`src/rtl/core/histogram_largest_rectangle_unit_assert.svh`:
```
// assertion macros for the histogram largest rectangle unit
`ifndef HISTOGRAM_LARGEST_RECTANGLE_UNIT_ASSERT_SVH
`define HISTOGRAM_LARGEST_RECTANGLE_UNIT_ASSERT_SVH

// cause in the same cycle implies effect
`define HLR_ASSERT_SAME(label, clk, rst, cause, effect, msg) \
   label: assert property (@(posedge clk) disable iff (rst) (cause) |-> (effect)) \
      else $error(msg);

// cause implies effect in the next cycle
`define HLR_ASSERT_NEXT(label, clk, rst, cause, effect, msg) \
   label: assert property (@(posedge clk) disable iff (rst) (cause) |=> (effect)) \
      else $error(msg);

`endif

```
`src/rtl/core/hlr_pkg.sv`:
```
// shared types and constants for the histogram largest rectangle unit
package hlr_pkg;

   localparam int HLR_MAX_BARS    = 4096;
   localparam int HLR_HEIGHT_BITS = 30;
   localparam int HEIGHT_W        = 30;
   localparam int AREA_W          = 42;

   typedef struct packed {
      logic [HEIGHT_W-1:0] height;
      logic                last;
   } req_payload_type;

   typedef struct packed {
      logic [AREA_W-1:0] area;
      logic              overflow;
   } rsp_payload_type;

   typedef struct packed {
      logic issue;
      logic clear;
   } score_ctl_type;

   typedef enum logic [2:0] {
      ST_IDLE,
      ST_CHECK,
      ST_POP_RD,
      ST_FLUSH,
      ST_FLUSH_RD,
      ST_DRAIN,
      ST_DONE
   } hlr_state_type;

endpackage

```
`src/rtl/core/hlr_score_unit.sv`:
```
// shared scoring multiplier with running maximum
module hlr_score_unit #(
   parameter int MAX_BARS    = hlr_pkg::HLR_MAX_BARS,
   parameter int HEIGHT_BITS = hlr_pkg::HLR_HEIGHT_BITS
) (
   input  logic                                          clock,
   input  logic                                          reset,
   input  hlr_pkg::score_ctl_type                        ctl,
   input  logic [HEIGHT_BITS-1:0]                        op_height,
   input  logic [$clog2(MAX_BARS+1)-1:0]                 op_width,
   output logic [HEIGHT_BITS+$clog2(MAX_BARS+1)-1:0]     best,
   output logic                                          busy
);
   import hlr_pkg::*;

   localparam int CNT_W  = $clog2(MAX_BARS+1);
   localparam int PROD_W = HEIGHT_BITS + CNT_W;

   logic [HEIGHT_BITS-1:0] a_ff;
   logic [CNT_W-1:0]       b_ff;
   logic                   go_ff;
   logic [PROD_W-1:0]      prod_ff;
   logic                   prod_go_ff;
   logic [PROD_W-1:0]      best_ff;
   logic [PROD_W-1:0]      best_in;

   // operand register, then product register, then compare
   always_ff @(posedge clock) begin
      if (ctl.issue) begin
         a_ff <= op_height;
         b_ff <= op_width;
      end
      if (go_ff) begin
         prod_ff <= PROD_W'(a_ff) * PROD_W'(b_ff);
      end
   end

   always_ff @(posedge clock) begin
      if (reset) begin
         go_ff      <= 1'b0;
         prod_go_ff <= 1'b0;
      end else begin
         go_ff      <= ctl.issue;
         prod_go_ff <= go_ff;
      end
   end

   always_comb begin
      best_in = best_ff;
      if (ctl.clear) begin
         best_in = '0;
      end else if (prod_go_ff && (prod_ff > best_ff)) begin
         best_in = prod_ff;
      end
   end

   always_ff @(posedge clock) begin
      if (reset) begin
         best_ff <= '0;
      end else begin
         best_ff <= best_in;
      end
   end

   assign best = best_ff;
   assign busy = go_ff | prod_go_ff;

endmodule

```
`config.mk`:
```
export PLATFORM = sky130hd
export DESIGN_NAME = hlr_score_unit
export DESIGN_NICKNAME = d
export VERILOG_FILES = /design/src/rtl/core/histogram_largest_rectangle_unit_assert.svh /design/src/rtl/core/hlr_pkg.sv /design/src/rtl/core/hlr_score_unit.sv
export SDC_FILE = /design/constraint.sdc
export NUM_CORES = 1
export LEC_CHECK = 0
export BUFFER_PORTS_ARGS = -buffer_cell sky130_fd_sc_hd__buf_2
export CAP_MARGIN = 20
export CORE_MARGIN = 2
export CORE_UTILIZATION = 50
export CTS_BUF_LIST = sky130_fd_sc_hd__clkbuf_16
export DETAILED_ROUTE_END_ITERATION = 8
export PLACE_DENSITY = 0.7
export SETUP_SLACK_MARGIN = 0.2
export SLEW_MARGIN = 25
export SYNTH_ARGS = -nofsm -noshare
export SYNTH_HDL_FRONTEND = slang
export SYNTH_SLANG_ARGS = --single-unit
```
`constraint.sdc`:
```
create_clock -name clock -period 6 [get_ports clock]
set_clock_uncertainty 0.2 [all_clocks]
set_input_delay 1.2 -clock clock [delete_from_list [all_inputs] [get_ports clock]]
set_output_delay 1.2 -clock clock [all_outputs]
set_load 0.1 [all_outputs]
```
## Word level (Yosys, flattened, before mapping)

Cells that the tools add are included.
Widths: inputs -> output; s select.

| cells by class | value |
|---|---|
| bitwise gates (word level) | 1 |
| reductions and logical operators | 2 |
| order comparisons | 1 |
| $mul | 1 |

Operators with widths:

| operator | count |
|---|---|
| $gt 43x43->1 | 1 |
| $mul 30x13->43 | 1 |
| $reduce_or 2->1 | 1 |
| $logic_and 1x1->1 | 1 |
| $or 1x1->1 | 1 |

| word-level totals | value |
|---|---|
| flip-flop bits (word level) | 131 |
| output and inout bits | 44 |

## Longest topological paths before layout

| logic depth | value |
|---|---|
| depth after elaboration | 2 |
| depth in mapped cells | 23 |
| gate-level depth less buffers | 21 |

## Worst setup path before layout

Ideal clock, no wire load.

| timing path | value |
|---|---|
| path type | reg2reg |
| from | register a_ff[13] |
| to | register prod_ff[41], data pin |
| period minus slack after synthesis | 5.944 ns |
| cell stages (with the launch flop) | 22 |
| setup slack | 0.056 ns |
| setup time | 0.133 ns |
| arrival | 5.611 ns |
| cell sequence | edfxtp_1 > clkbuf_1 > and2_1 > fa_1 > inv_1 > fa_1 > inv_1 > fa_1 > fa_1 > inv_1 > fa_1 > inv_1 > ha_1 > o21a_1 > o21ai_1 > or3_1 > o32ai_1 > nor4b_4 > a211oi_1 > or4_4 > a211o_1 > nand3_2 |

| between the ends | value |
|---|---|
| longest elaborated chain between the ends | 1 |

RTL lines:

| element | line | source |
|---|---|---|
| start: declaration | hlr_score_unit.sv:19 | `logic [HEIGHT_BITS-1:0] a_ff;` |
| start signal: assignment | hlr_score_unit.sv:30 | `a_ff <= op_height;` |
| $mul 30x13->43 | hlr_score_unit.sv:34 | `prod_ff <= PROD_W'(a_ff) * PROD_W'(b_ff);` |
| end signal: assignment | hlr_score_unit.sv:34 |  |
| end: declaration | hlr_score_unit.sv:22 | `logic [PROD_W-1:0] prod_ff;` |

Every way passes these cells.
A chain may end at the register's enable or synchronous reset.

## Worst setup path in the final report

| timing path | value |
|---|---|
| from | register b_ff[2] |
| to | register prod_ff[42], data pin |

| between the ends | value |
|---|---|
| longest elaborated chain between the ends | 1 |

RTL lines:

| element | line | source |
|---|---|---|
| start: declaration | hlr_score_unit.sv:20 | `logic [CNT_W-1:0] b_ff;` |
| start signal: assignment | hlr_score_unit.sv:31 | `b_ff <= op_width;` |
| $mul 30x13->43 | hlr_score_unit.sv:34 |  |

Every way passes these cells.

==> impl_metrics.env <==
export IMPL_rows=68
export IMPL_yosysWarnings=0
export IMPL_finalCritPeriodShare_pct=100
export IMPL_drt_initial_drc_count=588
export IMPL_worstSetupPathType="register to register"
export IMPL_nNetsFinal=2446
export IMPL_first_global_vias=13500
export IMPL_worstReg2RegStart="b_ff[2]"
export IMPL_setup_slack_ns=-0.0116
export IMPL_drv_slew=0
export IMPL_worstHoldStart="prod_ff[26]"
export IMPL_clk_pin_slew_ns=0.07
export IMPL_postCtsHoldBufs=0
export IMPL_cap_violations=0
export IMPL_finalSetupViolations=1
export IMPL_numPortBuffers=90
export IMPL_synth_top_area_share_pct=35.2
export IMPL_synth_area_leaders="fa_1, edfxtp_1, ha_1"
export IMPL_viasPerCell=5.18
export IMPL_required_ns=6.00
export IMPL_diodes=0
export IMPL_endpoint_kind="register"
export IMPL_synth_seq_area_share_pct=19.9
export IMPL_hold_end="best[26]"
export IMPL_filler_cell_count=3002
export IMPL_rsz0062_at_grt="true"
export IMPL_cp_start_kind="register"
export IMPL_netlist_area_sq_um=17500
export IMPL_grt_pass1_wl_microns=66800
export IMPL_synth_seq_cells=131
export IMPL_final_core_util_pct=58.3
export IMPL_grt_usage_pct=23.3
export IMPL_fp_dieW_microns=191
export IMPL_yosysUniqueCellTypes=58
export IMPL_clock_latency_ns=0.45
export IMPL_cts_buffers=17
export IMPL_synthArstFlopShare_pct=0
export IMPL_vias=12600
export IMPL_relSlewSlack_pct=34.6
export IMPL_worstPathMaxFanout=10
export IMPL_fin_area_sq_um=20200
export IMPL_yosysTopAreaCell="fa_1"
export IMPL_synth_edf_count=86
export IMPL_ant_nets=0
export IMPL_drc_errors=0
export IMPL_grt_max_degree=46
export IMPL_coreArea_sq_um=34500
export IMPL_violations="negative setup slack"
export IMPL_cp_slowest_cell="fa_1"
export IMPL_cts_tree="done"
export IMPL_drive_above_1_share_pct=15.2
export IMPL_reg2regPathDepth=22
export IMPL_cts_max_level=4
export IMPL_avgSynthCellArea_sq_um=9.60
export IMPL_routed_wl_microns=40000
export IMPL_overflow=0
export IMPL_hold_depth=2
export IMPL_arrival_ns=6.01
export IMPL_reg2reg_slack_ns=-0.01
export IMPL_dr_pass1_iters=5
export IMPL_antenna_found_initial=0
export IMPL_start_util_pct=50.8
export IMPL_cp_cell_sequence="buf_4 -> clkbuf_16 -> and2_1 -> fa_1 -> inv_1 -> fa_1 -> inv_1 -> fa_2 -> fa_1 -> inv_1 -> fa_1 -> inv_1 -> ha_1 -> buf_4 -> nand2_1 -> nor2_1 -> nand4_1 -> o21ai_2 -> a31oi_4 -> or4_1 -> a21oi_2 -> xnor2_1"
export IMPL_hold_viol_final=0
export IMPL_cts_buffer_depth=2
export IMPL_synthesis_nets=2312
export IMPL_max_stage_delay_ns=0.54
export IMPL_synth_main_ff_cell="edfxtp_1"
export IMPL_syn2layout_area_growth_pct=14.9
export IMPL_hp_class="register to register"
export IMPL_die_height_microns=191
export IMPL_period_needed_ns=6.01
export IMPL_dpl_hpwl_microns=32200
export IMPL_cts_sinks=131
export IMPL_io_pins=91
export IMPL_dpl_cell_area_sq_um=19100
export IMPL_reg2reg_to="prod_ff[42]"
export IMPL_status="finished with violations"
export IMPL_gp_congestion=0.893
export IMPL_syn_inst=1826
export IMPL_dieArea_sq_um=36600
export IMPL_tightest_slew_ns=0.981
export IMPL_clock_root_buffer="clkbuf_16"
export IMPL_max_freq_ghz=0.166
export IMPL_wire_per_inst_microns=16.5
-- cells by family after synthesis --
family / synth area share [%]
adders and majority gates: 44.5
and+or+nand+nor: 15.0
DFF: 19.9
xor gates and xnor gates: 1.85
muxes: 2.45
buffers and inverters: 10.6
AOI/OAI and AO/OA: 5.66
-- sequential cells by signal, indices dropped and copies added, names as in the netlist --
signal,flops
b_ff,13
go_ff,1
prod_go_ff,1
a_ff,30
prod_ff,43
best,43
-- how the worst max path moves through the flow --
stage	from	endpoint	slack, ns	cells past startpoint
finish	b_ff[2]	prod_ff[42]	-0.01	22
global route	b_ff[2]	prod_ff[42]	-0.24	22
CTS	b_ff[2]	prod_ff[40]	0.05	22
detailed placement	b_ff[1]	prod_ff[41]	-0.08	21
global placement	b_ff[1]	prod_ff[41]	-0.02	21
floorplan	b_ff[1]	prod_ff[41]	0.15	21
-- final cells by class --
class	count	area [sq um]	area share (%)
well taps	455	569	2.83
flip-flops and latches	131	3480	17.3
multi-input cells	1201	12500	62.1
clock buffers	17	425	2.11
repair buffers	198	1450	7.17
clock inverters	15	164	0.813
inverters	411	1540	7.66
-- routing by layer --
layer / GRT usage (%) / part of all wire [%] / vias to the layer above
li1: - / - / 5799
met1: 31.2 / 44 / 6303
met2: 38.1 / 47 / 427
met3: 5.42 / 8.0 / 43
met4: 6.18 / 1.4 / 0
met5: 0 / 0 / -
-- timing repair --
item                       in CTS  in global routing
cloned                          0                  1
resized for setup              13                 43
setup endpoints to repair      13                 21
pin swaps                      15                 12
buffers inserted                6                 10
-- synth_stat cells, types with 5 or more instances --
cell type    n
nand2_1    232
nor2b_1      8
o21bai_1     5
nor2_1      64
buf_2        6
mux2i_1     43
or2_2        5
o21ai_0     16
clkbuf_1    76
fa_1       308
ha_1       131
a21o_1      40
edfxtp_1    86
xnor2_1     27
nand3_1     12
nor3_1       6
inv_1      411
nand4_1     16
dfxtp_1     45
a21oi_1     44
and2_1     180
xor2_1      10
-- critical path: cells and delay by family, from the launching register on --
family                   cells  cell delay, ns
adder cells (fa/ha/maj)      6            2.62
AND/OR/NAND/NOR              5            1.15
buffers and inverters        7            0.75
AO/OA/AOI/OAI                3            0.51
flip-flops                   1            0.43
XOR/XNOR                     1            0.08
-- layout by cell type (no fill, tap or decap), types with 9 or more instances in the layout --
| cell type | instances |
|---|---|
| ha_1 | 119 |
| xor2_1 | 10 |
| a21oi_1 | 37 |
| nand3_1 | 9 |
| and2_1 | 178 |
| nand4_1 | 16 |
| edfxtp_1 | 86 |
| o21ai_0 | 12 |
| dfxtp_1 | 44 |
| buf_12 | 13 |
| nor2_1 | 62 |
| ha_4 | 10 |
| xnor2_1 | 27 |
| nand2_1 | 231 |
| fa_1 | 301 |
| buf_2 | 90 |
| mux2i_1 | 43 |
| buf_4 | 93 |
| clkbuf_16 | 18 |
| a21o_1 | 40 |
| inv_1 | 408 |
-- stage by stage --
| stage | setup slack, ns | instances | setup TNS, ns | hold slack (ns) |
|---|---|---|---|---|
| global placement | -0.0186 | 2379 | -0.0186 | 0.297 |
| detailed placement | -0.0750 | 2379 | -0.136 | 0.307 |
| finish | -0.0116 | 2428 | -0.0116 | 0.320 |
| global route | -0.243 | 2428 | -1.61 | 0.353 |
| CTS | 0.0543 | 2417 | 0 | 0.326 |
| floorplan | 0.152 | 1826 | 0 | 0.283 |
Power is not shown: default switching activity piles up to over one toggle a cycle in this logic, so the estimate is an artifact.
